$ cat config.mk
export PLATFORM = sky130hd
export DESIGN_NAME = least_loaded_replica_select_unit
export DESIGN_NICKNAME = d
export VERILOG_FILES = /design/src/rtl/core/llrs_pkg.sv /design/src/rtl/core/llrs_ram.sv /design/src/rtl/core/llrs_seq.sv /design/src/rtl/core/least_loaded_replica_select_unit.sv
export SDC_FILE = /design/constraint.sdc
export NUM_CORES = 2
export LEC_CHECK = 0
export BUFFER_PORTS_ARGS = -buffer_cell sky130_fd_sc_hd__buf_2
export CAP_MARGIN = 20
export CORE_UTILIZATION = 50
export CTS_CLUSTER_SIZE = 8
export DETAILED_ROUTE_END_ITERATION = 10
export GPL_TIMING_DRIVEN = 0
export PLACE_DENSITY = 0.65
export SLEW_MARGIN = 20
export SYNTH_ARGS = -nofsm -noshare
export SYNTH_HDL_FRONTEND = slang
export SYNTH_SLANG_ARGS = --single-unit
$ cat constraint.sdc
create_clock -name clk -period 18.2 [get_ports clk]
set_input_delay 0 -clock clk [delete_from_list [all_inputs] [get_ports clk]]
set_output_delay 0 -clock clk [all_outputs]
set_load 0.1 [all_outputs]
$ cat src/rtl/core/llrs_pkg.sv
// Shared types and constants for the least loaded replica select unit.
`default_nettype none

package llrs_pkg;

    // Sizing of the target table and the request.
    localparam int MAX_TARGETS = 64;
    localparam int MAX_REPL    = 8;
    localparam int LOAD_WIDTH  = 16;

    localparam int TGT_W  = $clog2(MAX_TARGETS);
    localparam int CNT_W  = $clog2(MAX_TARGETS + 1);
    localparam int REPL_W = $clog2(MAX_REPL + 1);

    // Fixed widths of the configuration registers.
    localparam int TC_W       = 7;
    localparam int RC_W       = 4;
    localparam int CFG_DATA_W = 7;
    localparam int CFG_IDX_W  = 1;

    localparam logic [TC_W-1:0] TC_RESET = TC_W'(64);
    localparam logic [RC_W-1:0] RC_RESET = RC_W'(3);

    localparam logic [LOAD_WIDTH-1:0] LOAD_MAX = '1;

    // Register indexes.
    localparam logic [CFG_IDX_W-1:0] CFG_TARGET_COUNT  = 1'b0;
    localparam logic [CFG_IDX_W-1:0] CFG_REPLICA_COUNT = 1'b1;

    // Operation codes.
    localparam logic OP_SELECT  = 1'b0;
    localparam logic OP_RELEASE = 1'b1;

    // Sequencer states.
    typedef enum logic [2:0] {
        ST_IDLE,
        ST_MOD,
        ST_MIN,
        ST_SEL,
        ST_REL_RD,
        ST_REL_WR
    } state_t;

    // One chosen target handed to the output register.
    typedef struct packed {
        logic             vld;
        logic [TGT_W-1:0] tgt;
        logic             last;
    } emit_t;

    // Access request to the load counter memory.
    typedef struct packed {
        logic                  rd_en;
        logic [TGT_W-1:0]      rd_addr;
        logic                  wr_en;
        logic [TGT_W-1:0]      wr_addr;
        logic [LOAD_WIDTH-1:0] wr_data;
    } ram_req_t;

endpackage

`default_nettype wire

$ cat src/rtl/core/llrs_ram.sv
// Generic single-port-write, single-port-read RAM with registered read data.
`default_nettype none

module llrs_ram #(
    parameter int WIDTH = 16,
    parameter int DEPTH = 64,
    parameter int AW    = $clog2(DEPTH)
) (
    input  wire logic             clk,
    input  wire logic             wr_en,
    input  wire logic [AW-1:0]    wr_addr,
    input  wire logic [WIDTH-1:0] wr_data,
    input  wire logic             rd_en,
    input  wire logic [AW-1:0]    rd_addr,
    output logic      [WIDTH-1:0] rd_data
);

    logic [WIDTH-1:0] mem [DEPTH];

    // Write port.
    always_ff @(posedge clk)
    begin
        if (wr_en)
        begin
            mem[wr_addr] <= wr_data;
        end
    end

    // Read port; the data holds while no read is issued.
    always_ff @(posedge clk)
    begin
        if (rd_en)
        begin
            rd_data <= mem[rd_addr];
        end
    end

endmodule

`default_nettype wire

$ cat src/rtl/core/llrs_seq.sv
// Scan sequencer: start reduction, minimum search, selection pass and release.
`default_nettype none

module llrs_seq
    import llrs_pkg::*;
(
    input  wire logic                  clk,
    input  wire logic                  rst_n,
    input  wire logic                  in_accept,
    input  wire logic                  op,
    input  wire logic [TGT_W-1:0]      start_target,
    input  wire logic [TGT_W-1:0]      release_target,
    input  wire logic [CNT_W-1:0]      n_eff,
    input  wire logic [REPL_W-1:0]     want,
    input  wire logic                  out_free,
    input  wire logic [LOAD_WIDTH-1:0] ram_rd_data,
    output ram_req_t                   ram_req,
    output emit_t                      emit,
    output logic                       busy
);

    state_t                  st_reg, st_next;
    logic [CNT_W-1:0]        cnt_reg, cnt_next;
    logic [CNT_W-1:0]        rem_reg, rem_next;
    logic [TGT_W-1:0]        src_reg, src_next;
    logic                    p1_vld_reg, p1_vld_next;
    logic [TGT_W-1:0]        p1_idx_reg, p1_idx_next;
    logic [LOAD_WIDTH-1:0]   thr_reg, thr_next;
    logic                    any_reg, any_next;
    logic [REPL_W-1:0]       got_reg, got_next;
    logic [REPL_W-1:0]       want_reg, want_next;
    logic [MAX_TARGETS-1:0]  taken_reg, taken_next;
    logic [MAX_TARGETS-1:0]  vld_reg, vld_next;

    logic [LOAD_WIDTH-1:0]   p1_load;
    logic [LOAD_WIDTH-1:0]   rel_load;
    logic [CNT_W-1:0]        mod_shift;
    logic [CNT_W-1:0]        mod_rem;
    logic [CNT_W-1:0]        sel_sum;
    logic [TGT_W-1:0]        sel_tgt;
    logic                    scan_left;
    logic                    sel_hit;
    logic                    sel_hold;
    logic                    sel_issue;
    logic                    min_done;
    logic                    sel_done;
    logic                    mod_done;
    logic                    rel_in_range;

    // Load seen at the read stage; an entry never written reads as zero.
    assign p1_load  = vld_reg[p1_idx_reg] ? ram_rd_data : '0;
    assign rel_load = vld_reg[src_reg] ? ram_rd_data : '0;

    // One restoring step of the start index reduction modulo the target count.
    assign mod_shift = {rem_reg[CNT_W-2:0], src_reg[TGT_W-1]};
    assign mod_rem   = (mod_shift >= n_eff) ? (mod_shift - n_eff) : mod_shift;
    assign mod_done  = (cnt_reg == CNT_W'(TGT_W - 1));

    // Circular scan position for the selection pass.
    assign sel_sum = CNT_W'(rem_reg[TGT_W-1:0]) + cnt_reg;
    assign sel_tgt = (sel_sum >= n_eff) ? TGT_W'(sel_sum - n_eff) : sel_sum[TGT_W-1:0];

    assign scan_left = (cnt_reg < n_eff);

    // Selection stage: a hit waits while the output register is full.
    assign sel_hit   = p1_vld_reg && !taken_reg[p1_idx_reg] &&
                       (p1_load <= thr_reg) && (got_reg < want_reg);
    assign sel_hold  = sel_hit && !out_free;
    assign sel_issue = !sel_hold && scan_left && (got_reg < want_reg);

    // Pass completion once the read stage has drained.
    assign min_done = !scan_left && !p1_vld_reg;
    assign sel_done = (!scan_left || (got_reg == want_reg)) && !p1_vld_reg;

    assign rel_in_range = (CNT_W'(src_reg) < n_eff);

    assign busy = (st_reg != ST_IDLE);

    // Next state.
    always_comb
    begin
        st_next = st_reg;
        case (st_reg)
            ST_IDLE:
            begin
                if (in_accept)
                begin
                    if (op == OP_RELEASE)
                    begin
                        st_next = ST_REL_RD;
                    end
                    else if (want != '0)
                    begin
                        st_next = ST_MOD;
                    end
                end
            end
            ST_MOD:
            begin
                if (mod_done)
                begin
                    st_next = ST_MIN;
                end
            end
            ST_MIN:
            begin
                if (min_done)
                begin
                    st_next = any_reg ? ST_SEL : ST_IDLE;
                end
            end
            ST_SEL:
            begin
                if (sel_done)
                begin
                    st_next = (got_reg == want_reg) ? ST_IDLE : ST_MIN;
                end
            end
            ST_REL_RD:
            begin
                st_next = rel_in_range ? ST_REL_WR : ST_IDLE;
            end
            ST_REL_WR:
            begin
                st_next = ST_IDLE;
            end
            default:
            begin
                st_next = ST_IDLE;
            end
        endcase
    end

    // Datapath and outputs.
    always_comb
    begin
        cnt_next    = cnt_reg;
        rem_next    = rem_reg;
        src_next    = src_reg;
        p1_vld_next = p1_vld_reg;
        p1_idx_next = p1_idx_reg;
        thr_next    = thr_reg;
        any_next    = any_reg;
        got_next    = got_reg;
        want_next   = want_reg;
        taken_next  = taken_reg;
        vld_next    = vld_reg;
        ram_req     = '0;
        emit        = '0;

        case (st_reg)
            ST_IDLE:
            begin
                if (in_accept)
                begin
                    if (op == OP_RELEASE)
                    begin
                        src_next = release_target;
                    end
                    else
                    begin
                        src_next   = start_target;
                        want_next  = want;
                        cnt_next   = '0;
                        rem_next   = '0;
                        got_next   = '0;
                        any_next   = 1'b0;
                        taken_next = '0;
                    end
                end
            end
            ST_MOD:
            begin
                rem_next = mod_rem;
                src_next = {src_reg[TGT_W-2:0], 1'b0};
                cnt_next = mod_done ? '0 : cnt_reg + CNT_W'(1);
            end
            ST_MIN:
            begin
                // Track the smallest load among targets not yet chosen.
                if (p1_vld_reg && !taken_reg[p1_idx_reg] &&
                    (!any_reg || (p1_load < thr_reg)))
                begin
                    thr_next = p1_load;
                    any_next = 1'b1;
                end
                // Read the targets in index order, one per cycle.
                p1_vld_next = scan_left;
                if (scan_left)
                begin
                    ram_req.rd_en   = 1'b1;
                    ram_req.rd_addr = cnt_reg[TGT_W-1:0];
                    p1_idx_next     = cnt_reg[TGT_W-1:0];
                    cnt_next        = cnt_reg + CNT_W'(1);
                end
                if (min_done)
                begin
                    cnt_next = '0;
                end
            end
            ST_SEL:
            begin
                // Choose, count up the load and hand the word to the output.
                if (sel_hit && out_free)
                begin
                    emit.vld        = 1'b1;
                    emit.tgt        = p1_idx_reg;
                    emit.last       = ((got_reg + REPL_W'(1)) == want_reg);
                    ram_req.wr_en   = 1'b1;
                    ram_req.wr_addr = p1_idx_reg;
                    ram_req.wr_data = (p1_load == LOAD_MAX) ? p1_load
                                                            : p1_load + LOAD_WIDTH'(1);
                    taken_next[p1_idx_reg] = 1'b1;
                    vld_next[p1_idx_reg]   = 1'b1;
                    got_next = got_reg + REPL_W'(1);
                end
                // Circular reads from the start index; all held during a wait.
                if (!sel_hold)
                begin
                    p1_vld_next = sel_issue;
                    if (sel_issue)
                    begin
                        ram_req.rd_en   = 1'b1;
                        ram_req.rd_addr = sel_tgt;
                        p1_idx_next     = sel_tgt;
                        cnt_next        = cnt_reg + CNT_W'(1);
                    end
                end
                if (sel_done)
                begin
                    cnt_next = '0;
                    any_next = 1'b0;
                end
            end
            ST_REL_RD:
            begin
                if (rel_in_range)
                begin
                    ram_req.rd_en   = 1'b1;
                    ram_req.rd_addr = src_reg;
                end
            end
            ST_REL_WR:
            begin
                if (rel_load != '0)
                begin
                    ram_req.wr_en     = 1'b1;
                    ram_req.wr_addr   = src_reg;
                    ram_req.wr_data   = rel_load - LOAD_WIDTH'(1);
                    vld_next[src_reg] = 1'b1;
                end
            end
            default:
            begin
            end
        endcase
    end

    // Control registers.
    always_ff @(posedge clk or negedge rst_n)
    begin
        if (!rst_n)
        begin
            st_reg     <= ST_IDLE;
            cnt_reg    <= '0;
            p1_vld_reg <= 1'b0;
            any_reg    <= 1'b0;
            got_reg    <= '0;
            want_reg   <= '0;
            taken_reg  <= '0;
            vld_reg    <= '0;
        end
        else
        begin
            st_reg     <= st_next;
            cnt_reg    <= cnt_next;
            p1_vld_reg <= p1_vld_next;
            any_reg    <= any_next;
            got_reg    <= got_next;
            want_reg   <= want_next;
            taken_reg  <= taken_next;
            vld_reg    <= vld_next;
        end
    end

    // Payload registers.
    always_ff @(posedge clk)
    begin
        rem_reg    <= rem_next;
        src_reg    <= src_next;
        p1_idx_reg <= p1_idx_next;
        thr_reg    <= thr_next;
    end

endmodule

`default_nettype wire

$ cat src/rtl/core/least_loaded_replica_select_unit.sv
// Top level of the least loaded replica select unit.
//
// The unit keeps one load counter per target in a RAM with one read and
// one write port and picks distinct, least loaded targets for each select
// word, scanning circularly from the start index; each chosen target comes
// out as one word, the final one marked by last, and its counter goes up
// by one. A release word lowers one counter. Words are taken one at a time:
// a release reads its counter and then writes it back lowered; a select
// first reduces the start index modulo the target count, then runs per
// pass a minimum search and a selection, with at most one pass per
// replica. The RAM serves one read per cycle, while a stalled output
// holds the selection pass. Counters read as zero after reset with no
// clearing pass.
`default_nettype none

module least_loaded_replica_select_unit
    import llrs_pkg::*;
(
    input  wire logic                  clk,
    input  wire logic                  rst_n,
    input  wire logic                  cfg_wr_en,
    input  wire logic [CFG_IDX_W-1:0]  cfg_addr,
    input  wire logic [CFG_DATA_W-1:0] cfg_wr_data,
    input  wire logic                  in_valid,
    output logic                       in_stall,
    input  wire logic                  op,
    input  wire logic [TGT_W-1:0]      start_target,
    input  wire logic [TGT_W-1:0]      release_target,
    output logic                       out_valid,
    input  wire logic                  out_stall,
    output logic [TGT_W-1:0]           chosen_target,
    output logic                       last
);

    logic [TC_W-1:0]       target_count_reg;
    logic [RC_W-1:0]       replica_count_reg;
    logic [CNT_W-1:0]      n_eff;
    logic [REPL_W-1:0]     want_cap;
    logic [REPL_W-1:0]     want;
    logic                  busy;
    logic                  in_accept;
    logic                  out_free;
    logic                  out_valid_reg, out_valid_next;
    logic [TGT_W-1:0]      out_tgt_reg;
    logic                  out_last_reg;
    ram_req_t              ram_req;
    emit_t                 emit;
    logic [LOAD_WIDTH-1:0] ram_rd_data;

    // Configuration registers.
    always_ff @(posedge clk or negedge rst_n)
    begin
        if (!rst_n)
        begin
            target_count_reg  <= TC_RESET;
            replica_count_reg <= RC_RESET;
        end
        else if (cfg_wr_en)
        begin
            case (cfg_addr)
                CFG_TARGET_COUNT:  target_count_reg  <= cfg_wr_data[TC_W-1:0];
                CFG_REPLICA_COUNT: replica_count_reg <= cfg_wr_data[RC_W-1:0];
                default:
                begin
                end
            endcase
        end
    end

    // Effective target count and replicas per select.
    always_comb
    begin
        if (target_count_reg == '0)
        begin
            n_eff = CNT_W'(1);
        end
        else if (32'(target_count_reg) > MAX_TARGETS)
        begin
            n_eff = CNT_W'(MAX_TARGETS);
        end
        else
        begin
            n_eff = CNT_W'(target_count_reg);
        end

        if (32'(replica_count_reg) > MAX_REPL)
        begin
            want_cap = REPL_W'(MAX_REPL);
        end
        else
        begin
            want_cap = REPL_W'(replica_count_reg);
        end

        if (32'(want_cap) > 32'(n_eff))
        begin
            want = REPL_W'(n_eff);
        end
        else
        begin
            want = want_cap;
        end
    end

    // Input handshake: one word at a time.
    assign in_stall  = busy;
    assign in_accept = in_valid && !busy;

    llrs_seq u_seq (
        .clk            (clk),
        .rst_n          (rst_n),
        .in_accept      (in_accept),
        .op             (op),
        .start_target   (start_target),
        .release_target (release_target),
        .n_eff          (n_eff),
        .want           (want),
        .out_free       (out_free),
        .ram_rd_data    (ram_rd_data),
        .ram_req        (ram_req),
        .emit           (emit),
        .busy           (busy)
    );

    llrs_ram #(
        .WIDTH (LOAD_WIDTH),
        .DEPTH (MAX_TARGETS)
    ) u_ram (
        .clk     (clk),
        .wr_en   (ram_req.wr_en),
        .wr_addr (ram_req.wr_addr),
        .wr_data (ram_req.wr_data),
        .rd_en   (ram_req.rd_en),
        .rd_addr (ram_req.rd_addr),
        .rd_data (ram_rd_data)
    );

    // Output register: loads a new word whenever the current one leaves.
    assign out_free = !out_valid_reg || !out_stall;

    always_comb
    begin
        if (emit.vld)
        begin
            out_valid_next = 1'b1;
        end
        else if (out_free)
        begin
            out_valid_next = 1'b0;
        end
        else
        begin
            out_valid_next = out_valid_reg;
        end
    end

    always_ff @(posedge clk or negedge rst_n)
    begin
        if (!rst_n)
        begin
            out_valid_reg <= 1'b0;
        end
        else
        begin
            out_valid_reg <= out_valid_next;
        end
    end

    always_ff @(posedge clk)
    begin
        if (emit.vld)
        begin
            out_tgt_reg  <= emit.tgt;
            out_last_reg <= emit.last;
        end
    end

    assign out_valid     = out_valid_reg;
    assign chosen_target = out_tgt_reg;
    assign last          = out_last_reg;

endmodule

`default_nettype wire
== Word level (Yosys, flattened, before mapping) ==
Memories as Yosys holds them, arrays and structs flattened. A register that Yosys moved wholly into a read port is not among the register bits.
Index checks and enable logic that the tools add are counted.
Storage, ports and cells
  flip-flop bits (word level): 201
  memory bits (writable): 1024
  bits of input ports: 26
  output and inout port bits: 9
  word-level logic and storage cells: 197
  memories kept: 1
Memories
  u_ram.mem: depth 64, width 16, read ports 1, clocked after Yosys merged registers in 1, wr ports 1, RTL line llrs_ram.sv:18  | logic [WIDTH-1:0] mem [DEPTH];
Cells by class
  add/sub/neg operators: 7
  $lt $le $gt $ge: 14
  equal/unequal tests: 24
  muxes and demuxes: 78
  bitwise logic cells: 5
  reductions and logical operators: 51
Operator list (count)
  64-bit 2-to-1 mux: 5
  64-bit case mux with 2 select lines: 2
  64-bit bitwise OR: 3
  7-bit 2-to-1 mux: 14
  16-bit 2-to-1 mux: 3
  23-bit 2-to-1 mux: 2
  23-bit case mux with 2 select lines: 1
  6-bit 2-to-1 mux: 7
  6-bit case mux with 2 select lines: 3
  7-bit case mux with 4 select lines: 1
  3-bit 2-to-1 mux: 7
  7-bit case mux with 3 select lines: 1
  4-bit 2-to-1 mux: 5
  1-bit binary-select mux with 6-bit select: 3
  16-bit by 1-bit adder with 16-bit output, second input constant: 1
  16-bit == test, second input constant: 1
  16-bit less-or-equal comparator: 1
  16-bit less-than comparator: 1
  8-bit 2-to-1 mux: 2
  2-bit by 1-bit inequality test with 1-bit output, second input constant: 8
  16-bit nonzero test: 1
  16-bit by 1-bit subtractor with 16-bit output, second input constant: 1
  3-bit case mux with 5 select lines: 1
  7-bit greater-or-equal comparator: 2
  41 further kinds: 103

== Depth between registers and ports, before layout ==
  word-level depth: 14
  mapped depth: 30
  depth with buffers taken out: 21

== By module ==
Synthesis repeated with hierarchy kept, for this count alone.
Unflattened totals
  cell total of the unflattened synthesis: 3138
  area, all modules: 53124.7 µm²
By module, submodules not included
  llrs_ram: times used 1, cells an instance 1829, area each 40202.3 µm², sequential area each 31230.0 µm²
  llrs_seq: times used 1, cells an instance 1240, area each 11996.5 µm², sequential area each 4724.5 µm²
  least_loaded_replica_select_unit: times used 1, cells an instance 69, area each 925.9 µm², sequential area each 514.2 µm²

== Worst setup path after synthesis ==
OpenSTA, ideal clock, no wires.
  path type: register to register
  start point: register u_seq.p1_idx_reg[1]
  end point: memory u_ram.mem[0][13] (data pin)
  arrival time: 6609 ps
  data required time: 17498 ps
  setup slack: 10890 ps
  stages on the path, launching flop included: 18
  clock period less this slack: 7310 ps
  path through: edfxtp_1 -> buf_6 -> buf_6 -> buf_4 -> and3b_1 -> o21ai_0 -> a21oi_1 -> a2111oi_0 -> nand2_1 -> clkbuf_1 -> and2_1 -> ha_1 -> nand4_1 -> or4_1 -> nor3_1 -> or2_2 -> nand4_2 -> o21ai_0
RTL lines
  start, declared: RTL line llrs_seq.sv:27  | logic [TGT_W-1:0] p1_idx_reg, p1_idx_next;
  start signal, assigned: RTL line llrs_seq.sv:291  | p1_idx_reg <= p1_idx_next;
  end, declared: RTL line llrs_ram.sv:18

== Final worst setup path ==
  start point: register u_seq.p1_idx_reg[0]
  end point: register u_ram.rd_data[6] (read register of u_ram.mem) (data pin)
Between the ends
  cells in the longest elaborated chain, start to end: 13
  elaborated cells between the ends (all ways): 17
Ends and longest elaborated chain
  1-bit binary-select mux with 6-bit select (*): RTL line llrs_seq.sv:51  | assign p1_load = vld_reg[p1_idx_reg] ? ram_rd_data : '0;
  1-bit 2-to-1 mux (implied by the code) (*): RTL line llrs_seq.sv:51
  16-bit 2-to-1 mux (*): RTL line llrs_seq.sv:51
  net u_seq.p1_load[13]: RTL line llrs_seq.sv:35  | logic [LOAD_WIDTH-1:0] p1_load;
  16-bit less-or-equal comparator (*): RTL line llrs_seq.sv:67  | (p1_load <= thr_reg) && (got_reg < want_reg);
  1-bit logical AND (*): RTL line llrs_seq.sv:66  | assign sel_hit = p1_vld_reg && !taken_reg[p1_idx_reg] &&
  1-bit logical AND (*): RTL line llrs_seq.sv:67
  1-bit logical AND (*): RTL line llrs_seq.sv:68  | assign sel_hold = sel_hit && !out_free;
  1-bit zero test: RTL line llrs_seq.sv:69  | assign sel_issue = !sel_hold && scan_left && (got_reg < want_reg);
  1-bit logical AND (2 in a row): RTL line llrs_seq.sv:69
  7-bit 2-to-1 mux: RTL line llrs_seq.sv:221  | if (sel_issue)
  7-bit 2-to-1 mux (*): RTL line llrs_seq.sv:218  | if (!sel_hold)
  7-bit case mux with 3 select lines (*): RTL line llrs_seq.sv:151  | case (st_reg)
  end, declared: RTL line llrs_ram.sv:15  | output logic [WIDTH-1:0] rd_data
The timed path passes the listed nets; every way through them passes the cells marked *. The select of a mux whose other input is x is not followed.
A chain may end at the register's enable or synchronous reset.

==> results.py <==
metrics = {
    "route": {
        "detail_route.wl_per_cell_um": 36.8,
        "drc": 0,
        "drt-total-wl_um": 224000,
        "vias_per_cell": 6.96,
        "vias": 42368,
        "drt_iter0_drc": 7487,
        "first_pass_iters": 8,
        "drtAntennaViolNets": 0,
    },
    "hold_path": {
        "hp-class": "in -> reg",
        "hold_depth": 3,
        "min_from": "cfg_wr_data[2]",
        "holdPathEnd": "target_count_reg[2]",
    },
    "setup_path": {
        "rr_startpoint": "u_seq.p1_idx_reg[0]",
        "crit_top_cell": "clkbuf_1",
        "critPathMaxStageDelay_ps": 890,
        "startpoint": "u_seq.p1_idx_reg[0]",
        "reg2reg_setup_slack_ps": 8610,
        "arrival_ps": 10100,
        "startpoint_type": "register",
        "cp_cell_sequence": "buf_4 -> buf_4 -> clkbuf_1 -> o21ai_0 -> a21oi_1 -> a2111oi_2 -> nand2_1 -> clkbuf_1 -> and2_1 -> ha_1 -> nand4_1 -> or4_1 -> a21oi_2 -> nor3b_1 -> o21ba_2 -> buf_6 -> a31oi_2 -> buf_2 -> clkbuf_1 -> buf_1 -> a31oi_1 -> o22ai_1 -> a211oi_1 -> o2bb2ai_1",
        "reg2reg_to": "u_ram.rd_data[6]",
        "slowest_stage": "clkbuf_1",
        "rr_worst_depth": 24,
        "required_ps": 18700,
        "end_kind": "register",
        "path_class": "reg -> reg",
        "path_max_fanout": 10,
    },
    "synth": {
        "synth_seq_cells": 1241,
        "synthFlopType": "edfxtp_1",
        "synth_mux_area_frac": 0.0359,
        "yosysSeqAreaShare": 0.672,
        "yosysUniqueCellTypes": 101,
        "synthSimpleGateAreaFrac": 0.133,
        "syn_inst": 4282,
        "synth_edf_count": 1081,
        "syn_area_um2": 54300,
        "yosysWarnings": 0,
        "synth_compound_area_frac": 0.109,
        "avgSynthCellArea_um2": 12.7,
        "synth_top_family_by_area": "simple AND/OR/NAND/NOR gates",
        "synth-xor-area-share": 0.00581,
        "synth_fp_nets": 4372,
        "synthAdderAreaFrac": 0.0152,
        "async_flop_share": 0.129,
    },
    "global_route": {
        "grt_use_met1": 0.526,
        "busiest_layer": "met2",
        "grt_use_met2": 0.574,
        "grt_pass1_wl_um": 305000,
        "grt_use_total": 0.401,
        "grt_pass1_vias": 39352,
        "met3_usage": 0.155,
        "antenna_found_initial": 21,
        "grt_max_degree": 97,
        "overflow": 0,
    },
    "cts": {
        "cts_inserted_buffers": 173,
        "clk_pin_slew_worst_paths_ps": 50,
        "cts.path.max_buffers": 3,
        "cts_root_buf": "clkbuf_16",
        "worstSkewPairLatency_ps": 790,
        "cts_tree": "yes",
        "post_cts_resized": 0,
        "clock_sinks": 1241,
        "htreeDepth": 4,
    },
    "layout": {
        "area.growth.synth_to_final_pct": 19.0,
        "final_common_cell": "edfxtp_1",
        "drive_above_1_share": 0.151,
        "final_cell_mix": "1081 x edfxtp_1, 785 x nand2_1, 239 x a21oi_1, 195 x nand3_1, 177 x clkbuf_16",
        "nFillCells": 8269,
        "largest_reg_flops": 1024,
        "nets": 4727,
        "post-route-util": 0.602,
        "fin_area_um2": 64600,
    },
    "floorplanning": {
        "io_pins": 35,
        "start_util": 0.505,
        "num_rows": 120,
        "die_h_um": 331,
        "die_area_um2": 110000,
        "die-width_um": 331,
        "core_um2": 107000,
    },
    "sta": {
        "min_period_ps": 9590,
        "rsz0062_at_grt": "no",
        "hold_ws_ps": 26.7,
        "worst_slew_pin_slew_ps": 1320,
        "clock_skew_ps": 41.4,
        "hold_viol": 0,
        "slew_viol_final": 0,
        "min_period_over_period": 0.527,
        "fmax_mhz": 104,
        "setup_viol": 0,
        "tns_ps": 0,
        "setup_slack_ps": 8610,
        "max_slew_margin": 0.121,
    },
    "place": {
        "hpwl_um": 156000,
        "gp_congestion": 1.05,
        "place_area_um2": 59300,
        "place_ws_ps": 9120,
        "port_buffers": 34,
    },
    "power": {
        "ir_drop_v": 0.0000798,
        "pwr_density_cell_nw_per_um2": 97.9,
        "p_leak_nw": 22.2,
    },
    "job": {
        "drv_cap": 0,
    },
    "status": {
        "outcome": "finished, final reports clean",
    },
}
-- per-layer routing --
layer  up-vias  wire length, µm  part of all wire
met5         -              132           0.00059
met4        20            14900             0.067
met3       891            34500              0.15
met2      3741            93200              0.42
met1     20908            81000              0.36
li1      16808                -                 -
-- synthesized netlist by cell type, types with 65 or more instances --
library cell	number	share of area
edfxtp_1	1081	0.60
and3_1	92	0.011
mux2i_1	128	0.024
o21ai_0	69	0.0064
nor2_1	214	0.015
dfrtp_1	157	0.072
a31oi_1	91	0.010
a22oi_1	65	0.0090
nand3_1	195	0.018
clkbuf_1	89	0.0062
buf_2	118	0.011
nand2_1	786	0.054
a21oi_1	240	0.022
a211oi_1	92	0.013
-- cell families (layout without fill, tap and decap cells) --
| kind of cell | count (synthesis) | after routing |
|---|---|---|
| AND/OR/NAND/NOR | 1578 | 1578 |
| flip-flops | 1241 | 1241 |
| AO/OA/AOI/OAI | 869 | 869 |
| buffers and inverters | 324 | 717 |
| multiplexers | 170 | 170 |
| adder cells (fa/ha/maj) | 64 | 64 |
| XOR/XNOR | 36 | 36 |
| other | 0 | 10 |
-- worst max-delay path by stage --
stage          slack [ps]  cells past startpoint          endpoint
3_5_place_dp         9120                     23  u_ram.rd_data[4]
6_report             8610                     24  u_ram.rd_data[6]
4_1_cts              9090                     23  u_ram.rd_data[4]
3_3_place_gp         3610                     16  u_ram.mem[30][5]
2_1_floorplan       10890                     17  u_ram.mem[0][13]
5_1_grt              8730                     24  u_ram.rd_data[9]
-- area by class of cell --
cell class                 count  area (µm²)  area share
sequential                  1241       36500       0.565
buffer                       270        1400      0.0217
clock buffer                 201        4530      0.0701
timing repair buffer         180        2990      0.0462
multi-input combinational   2717       16900       0.262
clock inverter                12         256     0.00397
antenna                       10        25.0    0.000388
inverter                      54         203     0.00314
tap                         1403        1760      0.0272
-- power by group --
part	internal [mW]	switching [mW]	total, mW	leakage (nW)
Clock	1.73	1.21	2.95	2.32
Sequential	3.08	0.0138	3.09	9.75
Combinational	0.117	0.172	0.289	10.1
Total	4.93	1.40	6.32	22.2
-- worst max-delay path, delay by kind of cell, from the launching register on --
kind                     cells  cell delay [ps]
AND/OR/NAND/NOR              5             1500
adder cells (fa/ha/maj)      1              320
AO/OA/AOI/OAI               10             3470
buffers and inverters        8             3400
flip-flops                   1              560
-- timing repair --
action | CTS | global route
endpoints found under the hold margin | 190 | 0
hold buffers | 40 | 0
setup buffers | 0 | 0
-- metrics by stage --
stage	total power, mW	cells
floorplan	3.33	4282
global placement	3.41	5719
detailed placement	3.41	5825
CTS	6.31	6078
global route	6.46	6078
finish	6.32	6088
Power figures use the tool's default switching activity.
